--- src/hdl/fbe_pkg.sv ---
// Shared types, constants and elaboration-time helpers of the Feistel block cipher.
package fbe_pkg;

  localparam int HALF_W          = 64;
  localparam int KEY_W           = 2 * HALF_W;
  localparam int BYTE_W          = 8;
  localparam int BYTES_PER_HALF  = HALF_W / BYTE_W;
  localparam int SBOX_DEPTH      = 256;
  localparam int ROUND_COUNT_DEF = 32;
  localparam int CFG_IDX_W       = 2;

  // Recurrence of the S-box and the key schedule.
  localparam int                 SBOX_MUL = 37;
  localparam int                 SBOX_ADD = 9;
  localparam int                 ROT_STEP = 7;
  localparam logic [KEY_W-1:0]   KEY_XOR  = KEY_W'(24'hab_cdef);

  typedef logic [HALF_W-1:0] half_t;
  typedef logic [KEY_W-1:0]  key_t;
  typedef logic [BYTE_W-1:0] byte_t;
  typedef logic [6:0]        rot_t;
  typedef byte_t             sbox_tbl_t [SBOX_DEPTH];

  // Configuration register indexes.
  typedef enum logic [CFG_IDX_W-1:0] {
    REG_KEY_HIGH  = 2'd0,
    REG_KEY_LOW   = 2'd1,
    REG_SBOX_SEED = 2'd2
  } cfg_reg_t;

  // One pipeline stage: valid flag and the two Feistel halves.
  typedef struct packed {
    logic  valid;
    half_t left;
    half_t right;
  } fbe_stage_t;

  // Left rotation of a 128-bit word.
  function automatic key_t rotl128(key_t x, rot_t amt);
    logic [2*KEY_W-1:0] dbl;
    dbl = {x, x} << amt;
    return dbl[2*KEY_W-1:KEY_W];
  endfunction

  // Entry n of the S-box is MUL_TBL[n] * seed + ADD_TBL[n] (mod 256), since the
  // recurrence is affine in the seed.
  function automatic sbox_tbl_t gen_sbox_mul();
    sbox_tbl_t tbl;
    tbl[0] = 8'd1;
    for (int n = 1; n < SBOX_DEPTH; n++) begin
      tbl[n] = 8'(SBOX_MUL * int'(tbl[n-1]));
    end
    return tbl;
  endfunction

  function automatic sbox_tbl_t gen_sbox_add();
    sbox_tbl_t tbl;
    tbl[0] = 8'd0;
    for (int n = 1; n < SBOX_DEPTH; n++) begin
      tbl[n] = 8'(SBOX_MUL * int'(tbl[n-1]) + SBOX_ADD);
    end
    return tbl;
  endfunction

  localparam sbox_tbl_t SBOX_MUL_TBL = gen_sbox_mul();
  localparam sbox_tbl_t SBOX_ADD_TBL = gen_sbox_add();

  // Round key i is the master key rotated by a fixed total amount, XORed with
  // a fixed word, because rotation and XOR with a constant are both linear.
  function automatic rot_t key_rot_amt(int idx);
    int total;
    total = 0;
    for (int j = 0; j <= idx; j++) begin
      total = (total + ((ROT_STEP * j) & 127)) & 127;
    end
    return rot_t'(total);
  endfunction

  function automatic key_t key_const(int idx);
    key_t k;
    k = '0;
    for (int j = 0; j <= idx; j++) begin
      k = rotl128(k, rot_t'((ROT_STEP * j) & 127)) ^ KEY_XOR;
    end
    return k;
  endfunction

endpackage

--- src/hdl/fbe_if.sv ---


interface fbe_out_if;
  logic                valid;
  logic                ready;
  fbe_pkg::half_t      cipher_high;
  fbe_pkg::half_t      cipher_low;

  modport source (output valid, output cipher_high, output cipher_low, input ready);
  modport sink   (input valid, input cipher_high, input cipher_low, output ready);
endinterface


--- src/hdl/fbe_skid.sv ---
// Two-entry output buffer that decouples the cipher pipeline from the result channel.
module fbe_skid (
  input  logic                clk,
  input  logic                rst_n,
  input  fbe_pkg::fbe_stage_t stage_in,
  output logic                in_ready,
  fbe_out_if.source           out_ch
);
  import fbe_pkg::*;

  logic  main_valid_r, main_valid_nxt;
  logic  spare_valid_r, spare_valid_nxt;
  half_t main_high_r, main_high_nxt;
  half_t main_low_r, main_low_nxt;
  half_t spare_high_r, spare_high_nxt;
  half_t spare_low_r, spare_low_nxt;
  logic  push;
  logic  pop;

  assign in_ready = !spare_valid_r;
  assign push     = stage_in.valid && in_ready;
  assign pop      = main_valid_r && out_ch.ready;

  // Next state of the two entries.
  always_comb begin
    main_valid_nxt  = main_valid_r;
    spare_valid_nxt = spare_valid_r;
    main_high_nxt   = main_high_r;
    main_low_nxt    = main_low_r;
    spare_high_nxt  = spare_high_r;
    spare_low_nxt   = spare_low_r;
    if (pop) begin
      if (spare_valid_r) begin
        main_high_nxt   = spare_high_r;
        main_low_nxt    = spare_low_r;
        spare_valid_nxt = 1'b0;
      end else if (push) begin
        main_high_nxt  = stage_in.left;
        main_low_nxt   = stage_in.right;
      end else begin
        main_valid_nxt = 1'b0;
      end
    end else if (push) begin
      if (main_valid_r) begin
        spare_high_nxt  = stage_in.left;
        spare_low_nxt   = stage_in.right;
        spare_valid_nxt = 1'b1;
      end else begin
        main_high_nxt  = stage_in.left;
        main_low_nxt   = stage_in.right;
        main_valid_nxt = 1'b1;
      end
    end
  end

  // Valid flags.
  always_ff @(posedge clk) begin
    if (!rst_n) begin
      main_valid_r  <= 1'b0;
      spare_valid_r <= 1'b0;
    end else begin
      main_valid_r  <= main_valid_nxt;
      spare_valid_r <= spare_valid_nxt;
    end
  end

  // Payload.
  always_ff @(posedge clk) begin
    main_high_r  <= main_high_nxt;
    main_low_r   <= main_low_nxt;
    spare_high_r <= spare_high_nxt;
    spare_low_r  <= spare_low_nxt;
  end

  assign out_ch.valid       = main_valid_r;
  assign out_ch.cipher_high = main_high_r;
  assign out_ch.cipher_low  = main_low_r;

endmodule

--- src/flat_wrapper.sv ---
// flat-port wrapper written by rule: the top's interface ports become plain ports
module fbe_skid_flat import fbe_pkg::*;
  (clk, rst_n, stage_in, in_ready, out_ch_valid, out_ch_cipher_high, out_ch_cipher_low, out_ch_ready);
  fbe_out_if out_ch_i ();
  input  logic clk;
  input  logic rst_n;
  input  fbe_pkg::fbe_stage_t stage_in;
  output logic in_ready;
  output wire logic [$bits(out_ch_i.valid)-1:0] out_ch_valid;
  output wire logic [$bits(out_ch_i.cipher_high)-1:0] out_ch_cipher_high;
  output wire logic [$bits(out_ch_i.cipher_low)-1:0] out_ch_cipher_low;
  input wire logic [$bits(out_ch_i.ready)-1:0] out_ch_ready;
  assign out_ch_valid = out_ch_i.valid;
  assign out_ch_cipher_high = out_ch_i.cipher_high;
  assign out_ch_cipher_low = out_ch_i.cipher_low;
  assign out_ch_i.ready = out_ch_ready;
  fbe_skid u_core (.clk(clk), .rst_n(rst_n), .stage_in(stage_in), .in_ready(in_ready), .out_ch(out_ch_i));
endmodule
--- config.mk ---
export PLATFORM = sky130hd
export DESIGN_NAME = fbe_skid_flat
export DESIGN_NICKNAME = d
export VERILOG_FILES = /design/src/hdl/fbe_pkg.sv /design/src/hdl/fbe_if.sv /design/src/hdl/fbe_skid.sv /design/src/flat_wrapper.sv
export SDC_FILE = /design/constraint.sdc
export NUM_CORES = 1
export LEC_CHECK = 0
export ABC_CLOCK_PERIOD_IN_PS = 22400
export BUFFER_PORTS_ARGS = -buffer_cell sky130_fd_sc_hd__buf_2
export CORE_UTILIZATION = 58
export CTS_BUF_LIST = sky130_fd_sc_hd__clkbuf_4 sky130_fd_sc_hd__clkbuf_8
export CTS_CLUSTER_DIAMETER = 200
export DETAILED_ROUTE_END_ITERATION = 8
export HOLD_SLACK_MARGIN = 0.1
export PLACE_DENSITY = 0.88
export SLEW_MARGIN = 20
export SYNTH_ARGS = -nofsm -noshare
export SYNTH_HDL_FRONTEND = slang
export SYNTH_SLANG_ARGS = --single-unit
--- constraint.sdc ---
create_clock -name clk -period 22.4 [get_ports clk]
set_clock_uncertainty 0.15 [all_clocks]
set_input_delay 3.36 -clock clk [delete_from_list [all_inputs] [get_ports clk]]
set_output_delay 3.36 -clock clk [all_outputs]
set_load 0.01 [all_outputs]
Yosys cells after proc, flatten, opt, wreduce, memory -nomap -nowiden
Cells that the tools add are included.
{"block": "classes", "shift": 0, "order_cmp": 0, "n_reduce_logical": 10, "add_sub_neg": 0, "n_mul": 0, "n_div": 0, "n_eq_ne": 3, "bitwise_logic": 2, "mux": 14}
{"op": "64-bit two-way mux", "count": 10}
{"op": "3-bit AND reduction", "count": 3}
{"op": "2-bit != test, second input constant", "count": 3}
{"op": "1-bit two-way mux", "count": 4}
{"op": "2-bit nonzero test", "count": 2}
{"op": "1-bit logical AND", "count": 2}
{"op": "1-bit NOT", "count": 2}
{"op": "2-bit AND reduction", "count": 1}
{"op": "2-bit OR reduction", "count": 1}
{"op": "1-bit zero test", "count": 1}
{"block": "word_totals", "latchBits": 0, "mem_bits_ro": 0, "wordCells": 35, "register_bits": 258, "ram_bits": 0, "mem_count": 0, "output_inout_bits": 130}

Logic depth before layout (Yosys ltp)
{"block": "depth", "ltp_word": 5, "ltp_mapped": 4, "mapped_depth_nobuf": 3}

Least setup slack after synthesis
No wires, ideal clock.
{"block": "synth_path", "path_kind": "input -> register", "startpoint": "in stage_in[128] in the netlist's numbering", "endpoint": "reg u_core.spare_high_r[0], enable pin", "path_slack_ns": 8.784, "required_time_ns": 21.449, "setup_time_ns": 0.801, "n_path_buf": 0, "path_stages": 2, "arrival_time_ns": 12.665, "path_cell_list": "nand2_1 > nor3b_1"}
{"block": "synth_between", "elab_chain_cells": 2}
{"item": "start, declared", "line": "flat_wrapper.sv:7", "text": "input fbe_pkg::fbe_stage_t stage_in;"}
{"item": "1-bit logical AND", "line": "fbe_skid.sv:21", "text": "assign push = stage_in.valid && in_ready;"}
{"item": "3-bit AND reduction (no line)"}
{"item": "end signal, assigned", "line": "fbe_skid.sv:71", "text": "spare_high_r <= spare_high_nxt;"}
{"item": "end, declared", "line": "fbe_skid.sv:15", "text": "half_t spare_high_r, spare_high_nxt;"}
Every way passes these cells.
A chain may end at the register's enable or synchronous reset.

Worst setup path after layout
{"block": "layout_path", "startpoint": "in stage_in[128] in the netlist's numbering", "endpoint": "reg u_core.spare_low_r[51], enable pin"}
{"block": "layout_between", "elab_chain_cells": 2}
{"item": "1-bit logical AND", "line": "fbe_skid.sv:21"}
{"item": "3-bit AND reduction (no line)"}
{"item": "end signal, assigned", "line": "fbe_skid.sv:72", "text": "spare_low_r <= spare_low_nxt;"}
{"item": "end, declared", "line": "fbe_skid.sv:16", "text": "half_t spare_low_r, spare_low_nxt;"}
Every way passes these cells.

==> out/summary.txt <==
critical path launch point type -> primary input
Pins Over Slew Limit -> 0
Starting Density -> 59.3%
CP Class -> primary input to flip-flop
crit-path max FO -> 69
IO Port Bufs -> 261
overall global routing resource usage -> 21.7%
Syn Inst Count -> 413
status -> finished, final reports clean
register area -> 0.00773 mm2
Least-Margin Pin Slew -> 1.09 ns
multi-input gate area in the final layout -> 0.00153 mm2
FF+latch count, synth -> 258
Final setup viols -> 0
max-cap viol count -> 0
Setup WS pre-CTS -> 15.76 ns
Final Non-Filler Cells -> 952
PD cells -> 86.7 mW/mm2
syn avg cell area -> 22.7 um2
CTS tree -> built
site row count -> 46
post-CTS sizing -> 0
setup_tns -> 0 ns
Die Y -> 129 um
n_diodes -> 0
CTS clk-pin slew, worst paths -> 0.06 ns
most frequent cells in the layout -> buf_2 (261), edfxtp_1 (256), mux2_2 (128)
global route overflow -> 0
I/O Pins -> 262
Net count, final -> 839
RSZ-0062 raised after global routing -> no
Die W -> 129 um
Worst Path Required -> 22.39 ns
DRT Pass-1 Iters -> 4
Setup Buffers After CTS -> 0
commonest non-fill, non-tap cell in the layout -> buf_2
critical path arrival -> 5.80 ns
H-tree levels -> 2
sequential area share after synthesis -> 82.3%
Cells after DPL -> 880
Final Worst Setup Slack -> 16.59 ns
crit path capture type -> flip-flop
CORE AREA -> 0.0158 mm2
antenna violations before repair -> 0
Wirelength per Cell -> 19.0 um
largest net degree at the start of global routing -> 82
syn nets -> 545
# DRC -> 0
first-pass GRT wire length -> 27.1 mm
Clock Sinks -> 258
Final Core Density -> 73.4%
Post-Syn Area -> 0.00939 mm2
WHS -> 0.386 ns
vias per cell -> 5.24
total wire length -> 18.1 mm
routability congestion estimate -> 0.772
hpwl dp -> 11.8 mm
fill count -> 919
Hold Crit Class -> flip-flop to flip-flop
vias in the first global route -> 5283
P_leak -> 0.00443 uW
clock root cell -> clkbuf_8
min Tclk post-route -> 5.81 ns
share of cells above drive strength 1 -> 61.7%
DIE AREA -> 0.0167 mm2
fin crit share -> 25.9%
area grow syn2layout -> 23.6%
worst vdd ir -> 0.0662 mV
max frequency -> 172 MHz
via count -> 4993
Slew HR -> 27.0%
Final Hold Viols -> 0
synth unique cells -> 14
Clock Latency Late Sink -> 0.53 ns
Post-DRT Antenna Nets -> 0
total CTS buffers -> 41
hold buffer count at CTS -> 0
Ys Warns -> 0
Clock Path Buffers -> 3
initial drt markers -> 262
## worst paths after layout
| kind | start | to | slack (ns) | cells past startpoint |
|---|---|---|---|---|
| worst min register to register | u_core.spare_high_r[61]$_DFFE_PP_ | u_core.out_ch.cipher_high[61]$_DFFE_PP_ | 0.39 | 1 |
| worst min-delay path | u_core.spare_high_r[61]$_DFFE_PP_ | u_core.out_ch.cipher_high[61]$_DFFE_PP_ | 0.39 | 1 |
| worst max register to register | u_core.spare_valid_r$_SDFFE_PP0P_ | u_core.spare_low_r[51]$_DFFE_PP_ | 19.04 | 5 |
| worst max-delay path | stage_in[128] | u_core.spare_low_r[51]$_DFFE_PP_ | 16.59 | 5 |
## sequential cells by signal, summed over array words and instances (netlist names)
register and flops:
u_core.out_ch.cipher_high 64, u_core.spare_valid_r 1, u_core.out_ch.cipher_low 64, u_core.spare_high_r 64, u_core.out_ch.valid 1, u_core.spare_low_r 64
## metal layers
metal	up-vias	track usage, %	part of all wire (%)
li1	2245	-	-
met1	2477	25.6	39
met2	235	36.2	50
met3	36	7.47	9.0
met4	0	9.62	2.4
met5	-	0	0
## worst max-delay path, stage by stage
cell     delay [ns]
buf_2          0.11
nand2_1        0.11
nor3b_4        0.68
buf_4          0.62
buf_4          0.80
## synth_stat cells, drive strengths merged
cell,number,area share [%]
a21oi,1,0.053
o21a,1,0.080
edfxtp,256,82
a21boi,1,0.080
buf,14,1.6
dfxtp,2,0.43
inv,2,0.080
nor2,1,0.040
nor3b,1,0.080
mux2,128,15
nand3,1,0.11
o21ai,2,0.11
nand2,3,0.12
## through the flow
step / instance area (um2) / total power, uW
3_3_place_gp: 10900 / 651
3_5_place_dp: 10900 / 655
4_1_cts: 11600 / 1020
2_1_floorplan: 9390 / 618
5_1_grt: 11600 / 1040
6_report: 11600 / 1010
## logic make-up after synthesis
family	share of synthesized area, %
muxes	15.3
DFF	82.3
buffers and inverters	1.72
AOI/OAI and AO/OA	0.320
and+or+nand+nor	0.346
## cell type report
cell class | instances | area share, %
clock buffer | 50 | 5.55
tap | 216 | 2.33
inverter | 2 | 0.0647
sequential | 258 | 66.6
timing repair buffer | 265 | 11.5
multi-input combinational | 139 | 13.2
clock inverter | 22 | 0.819
## report_power, final
group	switching [uW]	leakage [uW]	internal [uW]	total, uW
registers	6.78	0.00241	564	570
logic	43.2	0.00163	31.5	74.7
clock network	173	0.000391	189	362
total	222	0.00443	784	1010
(Power assumes the default switching activity.)
