$ cat config.mk
export PLATFORM = sky130hd
export DESIGN_NAME = fbe_round
export DESIGN_NICKNAME = d
export VERILOG_FILES = /design/src/hdl/fbe_pkg.sv /design/src/hdl/fbe_round.sv
export SDC_FILE = /design/constraint.sdc
export NUM_CORES = 1
export LEC_CHECK = 0
export BUFFER_PORTS_ARGS = -buffer_cell sky130_fd_sc_hd__buf_2
export CELL_PAD_IN_SITES_DETAIL_PLACEMENT = 1
export CELL_PAD_IN_SITES_GLOBAL_PLACEMENT = 2
export CORE_ASPECT_RATIO = 0.9
export CORE_UTILIZATION = 34
export DETAILED_ROUTE_END_ITERATION = 8
export HOLD_SLACK_MARGIN = 0.12
export PLACE_DENSITY_LB_ADDON = 0.12
export SLEW_MARGIN = 15
export SYNTH_ARGS = -nofsm -noshare
export SYNTH_HDL_FRONTEND = slang
export SYNTH_SLANG_ARGS = --single-unit
$ cat constraint.sdc
create_clock -name clk -period 22.1 [get_ports clk]
set_input_delay 4.42 -clock clk [delete_from_list [all_inputs] [get_ports clk]]
set_output_delay 4.42 -clock clk [all_outputs]
set_load 0.01 [all_outputs]
$ cat src/hdl/fbe_pkg.sv
// Shared types, constants and elaboration-time helpers of the Feistel block cipher.
package fbe_pkg;

  localparam int HALF_W          = 64;
  localparam int KEY_W           = 2 * HALF_W;
  localparam int BYTE_W          = 8;
  localparam int BYTES_PER_HALF  = HALF_W / BYTE_W;
  localparam int SBOX_DEPTH      = 256;
  localparam int ROUND_COUNT_DEF = 32;
  localparam int CFG_IDX_W       = 2;

  // Recurrence of the S-box and the key schedule.
  localparam int                 SBOX_MUL = 37;
  localparam int                 SBOX_ADD = 9;
  localparam int                 ROT_STEP = 7;
  localparam logic [KEY_W-1:0]   KEY_XOR  = KEY_W'(24'hab_cdef);

  typedef logic [HALF_W-1:0] half_t;
  typedef logic [KEY_W-1:0]  key_t;
  typedef logic [BYTE_W-1:0] byte_t;
  typedef logic [6:0]        rot_t;
  typedef byte_t             sbox_tbl_t [SBOX_DEPTH];

  // Configuration register indexes.
  typedef enum logic [CFG_IDX_W-1:0] {
    REG_KEY_HIGH  = 2'd0,
    REG_KEY_LOW   = 2'd1,
    REG_SBOX_SEED = 2'd2
  } cfg_reg_t;

  // One pipeline stage: valid flag and the two Feistel halves.
  typedef struct packed {
    logic  valid;
    half_t left;
    half_t right;
  } fbe_stage_t;

  // Left rotation of a 128-bit word.
  function automatic key_t rotl128(key_t x, rot_t amt);
    logic [2*KEY_W-1:0] dbl;
    dbl = {x, x} << amt;
    return dbl[2*KEY_W-1:KEY_W];
  endfunction

  // Entry n of the S-box is MUL_TBL[n] * seed + ADD_TBL[n] (mod 256), since the
  // recurrence is affine in the seed.
  function automatic sbox_tbl_t gen_sbox_mul();
    sbox_tbl_t tbl;
    tbl[0] = 8'd1;
    for (int n = 1; n < SBOX_DEPTH; n++) begin
      tbl[n] = 8'(SBOX_MUL * int'(tbl[n-1]));
    end
    return tbl;
  endfunction

  function automatic sbox_tbl_t gen_sbox_add();
    sbox_tbl_t tbl;
    tbl[0] = 8'd0;
    for (int n = 1; n < SBOX_DEPTH; n++) begin
      tbl[n] = 8'(SBOX_MUL * int'(tbl[n-1]) + SBOX_ADD);
    end
    return tbl;
  endfunction

  localparam sbox_tbl_t SBOX_MUL_TBL = gen_sbox_mul();
  localparam sbox_tbl_t SBOX_ADD_TBL = gen_sbox_add();

  // Round key i is the master key rotated by a fixed total amount, XORed with
  // a fixed word, because rotation and XOR with a constant are both linear.
  function automatic rot_t key_rot_amt(int idx);
    int total;
    total = 0;
    for (int j = 0; j <= idx; j++) begin
      total = (total + ((ROT_STEP * j) & 127)) & 127;
    end
    return rot_t'(total);
  endfunction

  function automatic key_t key_const(int idx);
    key_t k;
    k = '0;
    for (int j = 0; j <= idx; j++) begin
      k = rotl128(k, rot_t'((ROT_STEP * j) & 127)) ^ KEY_XOR;
    end
    return k;
  endfunction

endpackage

$ cat src/hdl/fbe_round.sv
// One Feistel round as a registered pipeline stage.
module fbe_round #(
  parameter int ROUND_IDX = 0
) (
  input  logic                clk,
  input  logic                rst_n,
  input  logic                en,
  input  fbe_pkg::key_t       cipher_key,
  input  fbe_pkg::byte_t      sbox_seed,
  input  fbe_pkg::fbe_stage_t stage_in,
  output fbe_pkg::fbe_stage_t stage_out
);
  import fbe_pkg::*;

  localparam rot_t KEY_ROT   = key_rot_amt(ROUND_IDX);
  localparam key_t KEY_CONST = key_const(ROUND_IDX);

  key_t  round_key;
  half_t mixed;
  half_t subst;
  half_t left_nxt;
  half_t right_nxt;
  logic  valid_r;
  half_t left_r;
  half_t right_r;

  // The round key is wiring of the master key plus a constant.
  assign round_key = rotl128(cipher_key, KEY_ROT) ^ KEY_CONST;
  assign mixed     = stage_in.right ^ round_key[KEY_W-1:HALF_W];

  // Byte-wise substitution; each S-box entry is an affine function of the seed.
  always_comb begin
    for (int b = 0; b < BYTES_PER_HALF; b++) begin
      subst[b*BYTE_W +: BYTE_W] =
        byte_t'(SBOX_MUL_TBL[mixed[b*BYTE_W +: BYTE_W]] * sbox_seed)
        + SBOX_ADD_TBL[mixed[b*BYTE_W +: BYTE_W]];
    end
  end

  // Swap the halves and fold the round function into the old left half.
  assign left_nxt  = stage_in.right;
  assign right_nxt = stage_in.left ^ subst ^ round_key[HALF_W-1:0];

  // Valid bit: cleared on reset, moves with the pipeline enable.
  always_ff @(posedge clk) begin
    if (!rst_n) begin
      valid_r <= 1'b0;
    end else if (en) begin
      valid_r <= stage_in.valid;
    end
  end

  // Payload registers hold while the pipeline is stalled.
  always_ff @(posedge clk) begin
    if (en) begin
      left_r  <= left_nxt;
      right_r <= right_nxt;
    end
  end

  assign stage_out = {valid_r, left_r, right_r};

endmodule

### Yosys cells after proc, flatten, opt, wreduce, memory -nomap -nowiden

Memories as Yosys holds them, arrays and structs flattened.
Index checks and enable logic that the tools add are counted.

| cells by class | value |
|---|---|
| order comparisons | 8 |
| bitwise logic cells | 12 |
| add/subtract/negate cells | 8 |
| mux-type cells | 32 |
| multipliers | 8 |

Operator list:

| operator | count |
|---|---|
| 2-to-1 mux 8 bit | 32 |
| XOR 64 bit | 3 |
| greater-or-equal comparator 9 bit (second input constant) | 8 |
| inverter 8 -> 9 bit | 8 |
| adder 8 bit | 8 |
| multiplier 8 x 8 -> 8 bit | 8 |
| inverter 17 bit | 1 |

| storage, ports and cells | value |
|---|---|
| bits in read-only memories | 32768 |
| flip-flop bits (word level) | 129 |
| logic and storage cells | 87 |
| memories kept | 16 |

Memories:

| memory | words | bits a word | read ports | clocked after Yosys merged registers in | write ports | line | RTL |
|---|---|---|---|---|---|---|---|
| (no name shown) | 256 | 8 | 1 | 0 | 0 | fbe_round.sv:36 | `+ SBOX_ADD_TBL[mixed[b*BYTE_W +: BYTE_W]];` |
| (no name shown) | 256 | 8 | 1 | 0 | 0 | fbe_round.sv:35 | `byte_t'(SBOX_MUL_TBL[mixed[b*BYTE_W +: BYTE_W]] * sbox_seed)` |
| (no name shown) | 256 | 8 | 1 | 0 | 0 | fbe_round.sv:36 |  |
| (no name shown) | 256 | 8 | 1 | 0 | 0 | fbe_round.sv:35 |  |
| (no name shown) | 256 | 8 | 1 | 0 | 0 | fbe_round.sv:36 |  |
| (no name shown) | 256 | 8 | 1 | 0 | 0 | fbe_round.sv:35 |  |
| +10 memories | n/a | n/a | n/a | n/a | n/a | n/a |  |

### Longest topological paths before layout

Gate-level depths: netlist of run 1.

| depth | value |
|---|---|
| word-level depth | 9 |
| gate-level depth with buffers | 26 |
| depth with buffers taken out | 25 |

### Worst setup path after synthesis of run 1

Ideal clock, no wire load.

| timing | value |
|---|---|
| path kind | input to register |
| from | in cipher_key[112] |
| to | reg right_r[55] (data pin) |
| setup slack | 12.070 ns |
| stages on the path | 25 |
| buffers on the path | 2 |
| data arrival time | 9.773 ns |
| setup time | 0.258 ns |
| path through | xnor2_1 -> inv_1 -> clkbuf_1 -> ha_1 -> clkbuf_1 -> mux2_2 -> a22oi_1 -> nand2_1 -> nand2_1 -> o21ai_0 -> fa_1 -> inv_1 -> fa_1 -> ha_1 -> inv_1 -> fa_1 -> inv_1 -> ha_1 -> a21o_1 -> a21oi_1 -> xnor3_1 -> xnor2_1 -> xnor2_1 -> xnor2_1 -> xnor2_1 |

| between the ends | value |
|---|---|
| longest elaborated chain between the ends | 9 |
| elaborated cells between the ends (all ways) | 12 |

RTL lines:

| element | line | RTL |
|---|---|---|
| from (decl) | fbe_round.sv:8 | `input fbe_pkg::key_t cipher_key,` |
| XOR 64 bit (*) | fbe_round.sv:29 | `assign mixed = stage_in.right ^ round_key[KEY_W-1:HALF_W];` |
| inverter 8 -> 9 bit (not written as such) (*) | fbe_round.sv:35, fbe_round.sv:36 |  |
| memory (256 x 8 bit) | n/a |  |
| 2-to-1 mux 8 bit (not written as such) (2 in series) | fbe_round.sv:35 |  |
| multiplier 8 x 8 -> 8 bit | fbe_round.sv:35 |  |
| adder 8 bit (*) | fbe_round.sv:36 |  |
| XOR 64 bit (*) (2 in series) | fbe_round.sv:42 | `assign right_nxt = stage_in.left ^ subst ^ round_key[HALF_W-1:0];` |
| via right_nxt[55] | fbe_round.sv:22 | `half_t right_nxt;` |
| to (signal assigned) | fbe_round.sv:57 | `right_r <= right_nxt;` |
| to (decl) | fbe_round.sv:25 | `half_t right_r;` |

The timed path passes the listed nets; every way through them passes the cells marked *. The select of a mux whose other input is x is not followed.
A chain may end at the register's enable or synchronous reset.

### Worst setup path in the final report of run 1

| timing | value |
|---|---|
| from | in cipher_key[90] |
| to | reg right_r[31] (data pin) |

Same word-level chain as after synthesis.

==> results of run 1 <==
flip-flops by register name, summed over array words and instances, names as in the netlist:
name and count:
left_r 64, right_r 64, valid_r 1
cells by family (layout without fill, tap and decap cells):
family | Yosys count | in the layout
compound gates | 446 | 446
buf+inv | 367 | 741
mux | 66 | 66
flops | 129 | 129
simple gates | 453 | 453
fa+ha+maj | 337 | 337
xor+xnor | 361 | 361
layout make-up:
class	count	area (um2)	share of cell area, %
clock buffers	21	470	2.07
clock inverters	11	129	0.566
inverters	269	1010	4.43
multi-input cells	1663	14000	61.6
flip-flops and latches	129	3860	17.0
well taps	756	946	4.15
repair buffers	440	2320	10.2
through the flow:
stage | worst slack [ps] | instance area [um2] | utilization [%] | cells
2_1_floorplan | 12070 | 19300 | - | 2159
3_3_place_gp | 10990 | 22200 | 39.7 | 3257
3_5_place_dp | 10850 | 22200 | 39.7 | 3257
4_1_cts | 11330 | 22800 | 40.8 | 3289
5_1_grt | 10780 | 22800 | 40.8 | 3289
6_report | 11340 | 22800 | 40.8 | 3289
power groups by stage:
stage	sequential [uW]	clock, uW	combinational (uW)
after floorplan	456	0	1380
after global placement	421	0	1820
after detailed placement	423	0	1860
after CTS	418	322	1880
after global routing	425	327	2080
final	417	308	1840
per-layer routing:
| metal | wire length, um | share of wire, % | track usage (%) | vias up |
|---|---|---|---|---|
| li1 | - | - | - | 8043 |
| met1 | 28200 | 47 | 28.4 | 8150 |
| met2 | 28000 | 47 | 34.5 | 370 |
| met3 | 2540 | 4.2 | 3.71 | 60 |
| met4 | 1330 | 2.2 | 6.67 | 0 |
| met5 | 0 | 0 | 0 | - |
cell usage in the layout, fill, tap and decap left out, types with 5 or more instances in the layout:
cell type / netlist / routed
buf_2: 20 / 395
inv_1: 265 / 265
xnor2_1: 263 / 263
ha_1: 233 / 233
nand2_1: 186 / 186
edfxtp_1: 128 / 128
nor2_1: 126 / 126
o21ai_0: 118 / 118
a21oi_1: 116 / 116
fa_1: 104 / 104
xor2_1: 78 / 73
and2_1: 64 / 64
mux2i_1: 48 / 48
buf_4: 3 / 44
a31oi_1: 34 / 34
nor3_1: 32 / 32
a211oi_1: 31 / 31
o211ai_1: 29 / 29
nand3_1: 24 / 24
a21o_1: 23 / 23
clkbuf_16: 0 / 17
mux4_2: 13 / 13
xor2_2: 6 / 11
o311ai_0: 11 / 11
a221oi_1: 10 / 10
o221ai_1: 8 / 8
xnor2_2: 7 / 7
o31ai_1: 7 / 7
xnor3_1: 7 / 7
a311oi_1: 7 / 7
o21a_1: 6 / 6
a22o_1: 6 / 6
and3_1: 6 / 6
a22oi_1: 5 / 5
a21boi_0: 5 / 5
worst register-to-register path: cells and delay by family, from the launching register on:
family           cells  cell delay [ps]
flip-flops           1              310
multiplexers         1              130
AND/OR/NAND/NOR      1               60
worst max-delay path by stage:
stage	from	end	slack, ps	depth (start not counted)
floorplan	cipher_key[112]	right_r[55]	12070	25
global placement	cipher_key[90]	right_r[31]	10990	21
detailed placement	cipher_key[90]	right_r[31]	10850	21
CTS	cipher_key[90]	right_r[31]	11330	21
global route	cipher_key[90]	right_r[31]	10780	21
finish	cipher_key[90]	right_r[31]	11340	21
==> impl_metrics.py, run 1 <==
metrics = {
    "cells_and_area": {
        "area_delta_synth_final_pct": 18.1,
        "fin_nets": 3125,
        "layout-drive-gt1-share_pct": 20.3,
        "diodes": 0,
        "fillers": 6694,
    },
    "sta": {
        "fin_worst_skew_ps": 0,
        "fmax_mhz": 93.0,
        "whs_ps": 524,
        "rsz0062_at_grt": "false",
        "slew_viol_final": 0,
        "worstMarginPinSlew_ps": 1120,
        "fin_crit_ps": 10760,
        "hold_viol_final": 0,
        "slew_headroom_pct": 24.9,
        "final.setup.tns_ps": 0,
        "setup_violations": 0,
        "min_period_over_period_pct": 48.7,
    },
    "power": {
        "power.leakage_uw": 0.0103,
        "p_switching_uw": 1110,
        "intPower_uw": 1460,
        "powerDensity_nw_per_um2": 113,
        "p_sw_share_pct": 43.1,
        "seqPwrFrac_pct": 16.2,
        "vdd_drop_max_mv": 0.0812,
        "power.total_uw": 2570,
        "combPwrFrac_pct": 71.7,
        "pwr-share-clk_pct": 12.0,
    },
    "setup_path": {
        "cpPeakStageDelay_ps": 750,
        "cp_top_family": "adder cells",
        "r2r_slack_ps": 21500,
        "critPathSlowestCell": "clkinv_1",
        "cp-start-kind": "input pin",
        "reg2reg_to": "valid_r",
        "r2r_cells": 2,
        "cp_num_buf_inv": 3,
        "critPathKind": "in2reg",
        "worstPathCellList": "buf_2, xnor2_2, clkinv_1, ha_1, nand2_1, o311ai_0, o311ai_0, o31ai_1, a22o_1, fa_1, fa_1, fa_1, fa_1, inv_1, ha_1, a21oi_1, xnor3_1, xnor2_1, xor2_1, xnor2_1, xnor2_1",
        "r2r-start": "valid_r",
        "critPathRequiredTime_ps": 22330,
        "cp.arrival_ps": 10990,
        "cp-end-kind": "register",
        "crit_fanout": 21,
        "crit_path_frequent_cell": "fa_1",
    },
    "clocking": {
        "htree_levels": 4,
        "clk_pin_slew_worst_paths_ps": 60,
        "cts_tree": "yes",
        "cts_max_path_buffers": 2,
        "ctsRootBufferMaster": "clkbuf_16",
        "numCtsBuffers": 17,
        "clk_latency_ps": 490,
        "post_cts_buffers": 0,
        "cts.sinks": 129,
        "postCtsHoldBufs": 0,
        "cts_resized": 0,
    },
    "global_route": {
        "grt_pass1_wl_um": 96100,
        "grt_pass1_vias": 17595,
        "grt.overflow.total": 0,
        "grt_usage_pct": 21.2,
        "antenna_found_initial": 0,
        "grt_max_degree": 72,
    },
    "min_path": {
        "hp-start": "valid_r",
        "hold_depth": 2,
        "hold_path_class": "reg2reg",
        "holdPathEnd": "valid_r",
    },
    "place": {
        "globalplace.congestion": 0.879,
        "portBuffers": 396,
        "dp_hpwl_um": 45700,
    },
    "logic_synthesis": {
        "synth-simple-area-share_pct": 10.3,
        "ys_ff_latch": 129,
        "synth_commonest_cells": "inv_1, xnor2_1, ha_1",
        "syn_inst": 2159,
        "synth_top_area_share_pct": 19.9,
        "synth-xor-area-share_pct": 17.4,
        "ys_seq_area_share_pct": 20.0,
        "synthesis.area_um2": 19300,
        "ys_async_sr_fraction_pct": 0,
        "synthFlopType": "edfxtp_1",
        "yosysTopAreaCell": "edfxtp_1",
        "synth_area_per_cell_um2": 8.93,
        "synth.distinct_cells": 64,
        "synth_edf_count": 128,
        "synthMuxAreaShare_pct": 4.38,
        "syn_nets": 2764,
        "yosysWarnings": 0,
        "synth_top_family_by_area": "adder cells",
        "synth_compound_area_share_pct": 14.6,
        "synth_fa_ha_area_share_pct": 25.9,
        "synth.most_common_cell": "inv_1",
        "synth_area_leaders": "edfxtp_1, ha_1, xnor2_1, fa_1, inv_1",
    },
    "floorplan": {
        "dieArea_um2": 57700,
        "fp.dieW_um": 253,
        "start_util_pct": 34.5,
        "core_um2": 55800,
        "fp-row-count": 82,
        "ios": 397,
        "fp.dieH_um": 228,
    },
    "detailed_routing": {
        "drtIter0Drc": 828,
        "ant_nets": 0,
        "wl_per_cell_um": 18.3,
        "route.detailed.drc": 0,
        "vias": 16623,
        "firstDrtPassIters": 5,
        "vias_per_cell": 5.05,
        "totalWireLength_um": 60100,
    },
    "job": {
        "drv_cap": 0,
    },
    "outcome": {
        "run_status": "completed",
    },
}
(Power assumes the default switching activity.)
==> run 2: changes to the inputs <==
Clock period 22.1 ns to 10.88 ns, I/O delays scaled along.
==> run 2 against run 1 <==
  * Global-route usage hardly changed
  * First-iteration DRC count down 14%
  * Utilization rose by 0.058 points
  * Clock-buffer cell count shrank 3
  * Combinational power up 100%
  * Clock skew unchanged
  * Power rose by 100%
  * Final cell count is essentially flat
  * Setup slack worse by 9000 ps
  * Sequential power up 100%
==> impl_metrics.py, run 2 (synthesis results as in run 1) <==
metrics = {
    "cells_and_area": {
        "regArea_um2": 3860,
        "layout_common_cells": "buf_2, inv_1, xnor2_1",
        "final_common_cell": "buf_2",
        "final_cell_count_no_fill": 3292,
        "layout-drive-gt1-share_pct": 20.3,
        "fin_nets": 3128,
        "multiInputGateArea_um2": 14000,
        "area_delta_synth_final_pct": 18.3,
        "diodes": 0,
        "final_util_pct": 40.9,
        "fillers": 6682,
        "top_regs": "left_r x64, right_r x64, valid_r x1",
    },
    "detailed_routing": {
        "drtIter0Drc": 709,
        "firstDrtPassIters": 5,
        "route.detailed.drc": 0,
        "totalWireLength_um": 60000,
        "wl_per_cell_um": 18.2,
        "vias_per_cell": 5.06,
        "ant_nets": 0,
        "vias": 16662,
    },
    "floorplan": {
        "fp.dieH_um": 228,
        "fp-row-count": 82,
        "ios": 397,
        "start_util_pct": 34.5,
        "core_um2": 55800,
        "fp.dieW_um": 253,
        "dieArea_um2": 57700,
    },
    "global_route": {
        "grt_pass1_vias": 17622,
        "grt.overflow.total": 0,
        "grt_max_degree": 69,
        "grt_usage_pct": 21.2,
        "grt_pass1_wl_um": 95900,
        "antenna_found_initial": 0,
    },
    "clocking": {
        "numCtsBuffers": 17,
        "htree_levels": 4,
        "cts_tree": "yes",
        "post_cts_buffers": 0,
        "clk_latency_ps": 490,
        "cts_max_path_buffers": 2,
        "ctsRootBufferMaster": "clkbuf_16",
        "postCtsHoldBufs": 0,
        "cts_resized": 0,
        "cts.sinks": 129,
        "clk_pin_slew_worst_paths_ps": 70,
    },
    "setup_path": {
        "r2r_cells": 2,
        "cp-end-kind": "register",
        "r2r-start": "valid_r",
        "reg2reg_to": "valid_r",
        "critPathRequiredTime_ps": 11120,
        "cp-start-kind": "input pin",
        "r2r_slack_ps": 10280,
        "cp.arrival_ps": 8770,
        "critPathKind": "in2reg",
        "crit_fanout": 21,
    },
    "power": {
        "powerDensity_nw_per_um2": 229,
        "power.leakage_uw": 0.0103,
        "vdd_drop_max_mv": 0.143,
        "power.total_uw": 5230,
    },
    "sta": {
        "fmax_mhz": 117,
        "hold_viol_final": 0,
        "worst_slack_ps": 2360,
        "fin_crit_ps": 8520,
        "slew_headroom_pct": 26.5,
        "setup_violations": 0,
        "rsz0062_at_grt": "false",
        "min_period_over_period_pct": 78.4,
        "final.setup.tns_ps": 0,
        "fin_worst_skew_ps": 0,
        "slew_viol_final": 0,
        "worstMarginPinSlew_ps": 1100,
    },
    "place": {
        "place_ws_ps": 1820,
        "portBuffers": 396,
        "dp_hpwl_um": 45800,
        "globalplace.congestion": 0.880,
        "dp.cells": 3260,
    },
    "min_path": {
        "hp-start": "valid_r",
        "hold_depth": 2,
        "holdPathEnd": "valid_r",
        "hold_path_class": "reg2reg",
    },
    "job": {
        "drv_cap": 0,
    },
    "outcome": {
        "run_status": "completed",
    },
}
run 2: cell count changes in the layout (fill, tap and decap cells not counted):
cell and delta:
inv_6 +2, clkbuf_8 -3, bufinv_16 +1, inv_8 +1
buf_4 +3, clkinvlp_4 -1
run 2: cell type report:
class                      count  share of cell area, %
multi-input combinational   1663                   61.5
sequential                   129                   16.9
timing repair buffer         443                   10.3
inverter                     269                   4.43
tap                          756                   4.15
clock buffer                  18                   1.88
clock inverter                14                  0.790
run 2: how the worst max path moves through the flow:
stage / end / slack [ps] / from
after floorplan: right_r[55] / 3090 / cipher_key[112]
after global placement: right_r[31] / 2010 / cipher_key[90]
after detailed placement: right_r[31] / 1820 / cipher_key[90]
after CTS: right_r[31] / 2350 / cipher_key[90]
after global routing: right_r[31] / 1890 / cipher_key[90]
final: right_r[31] / 2360 / cipher_key[90]
run 2: critical path, cell delays in order:
cell	delay (ps)
buf_2	110
xnor2_2	730
clkinv_1	760
ha_1	610
nand2_1	90
o311ai_0	130
o311ai_0	200
o31ai_1	150
a22o_1	270
fa_1	470
fa_1	540
fa_1	440
fa_1	550
inv_1	40
ha_1	320
a21oi_1	130
xnor3_1	410
xnor2_1	190
xor2_1	190
xnor2_1	170
xnor2_1	80
run 2: layer usage:
| layer | routed length [um] | share of wire [%] | vias up | GRT usage, % |
|---|---|---|---|---|
| li1 | - | - | 8043 | - |
| met1 | 27800 | 46 | 8214 | 28.2 |
| met2 | 28600 | 48 | 353 | 35.0 |
| met3 | 2640 | 4.4 | 52 | 3.86 |
| met4 | 980 | 1.6 | 0 | 5.59 |
| met5 | 0 | 0 | - | 0 |
run 2: report_power, final:
part / switching (uW) / internal (uW)
sequential: 31.3 / 814
combinational: 1940 / 1800
clock: 279 / 364
run 2: per-stage QoR:
| stage | hold WS, ps | cell area, um2 |
|---|---|---|
| after CTS | 547 | 22800 |
| final | 540 | 22800 |
| after detailed placement | 532 | 22200 |
| after global routing | 583 | 22800 |
| after floorplan | 484 | 19300 |
| after global placement | 491 | 22200 |
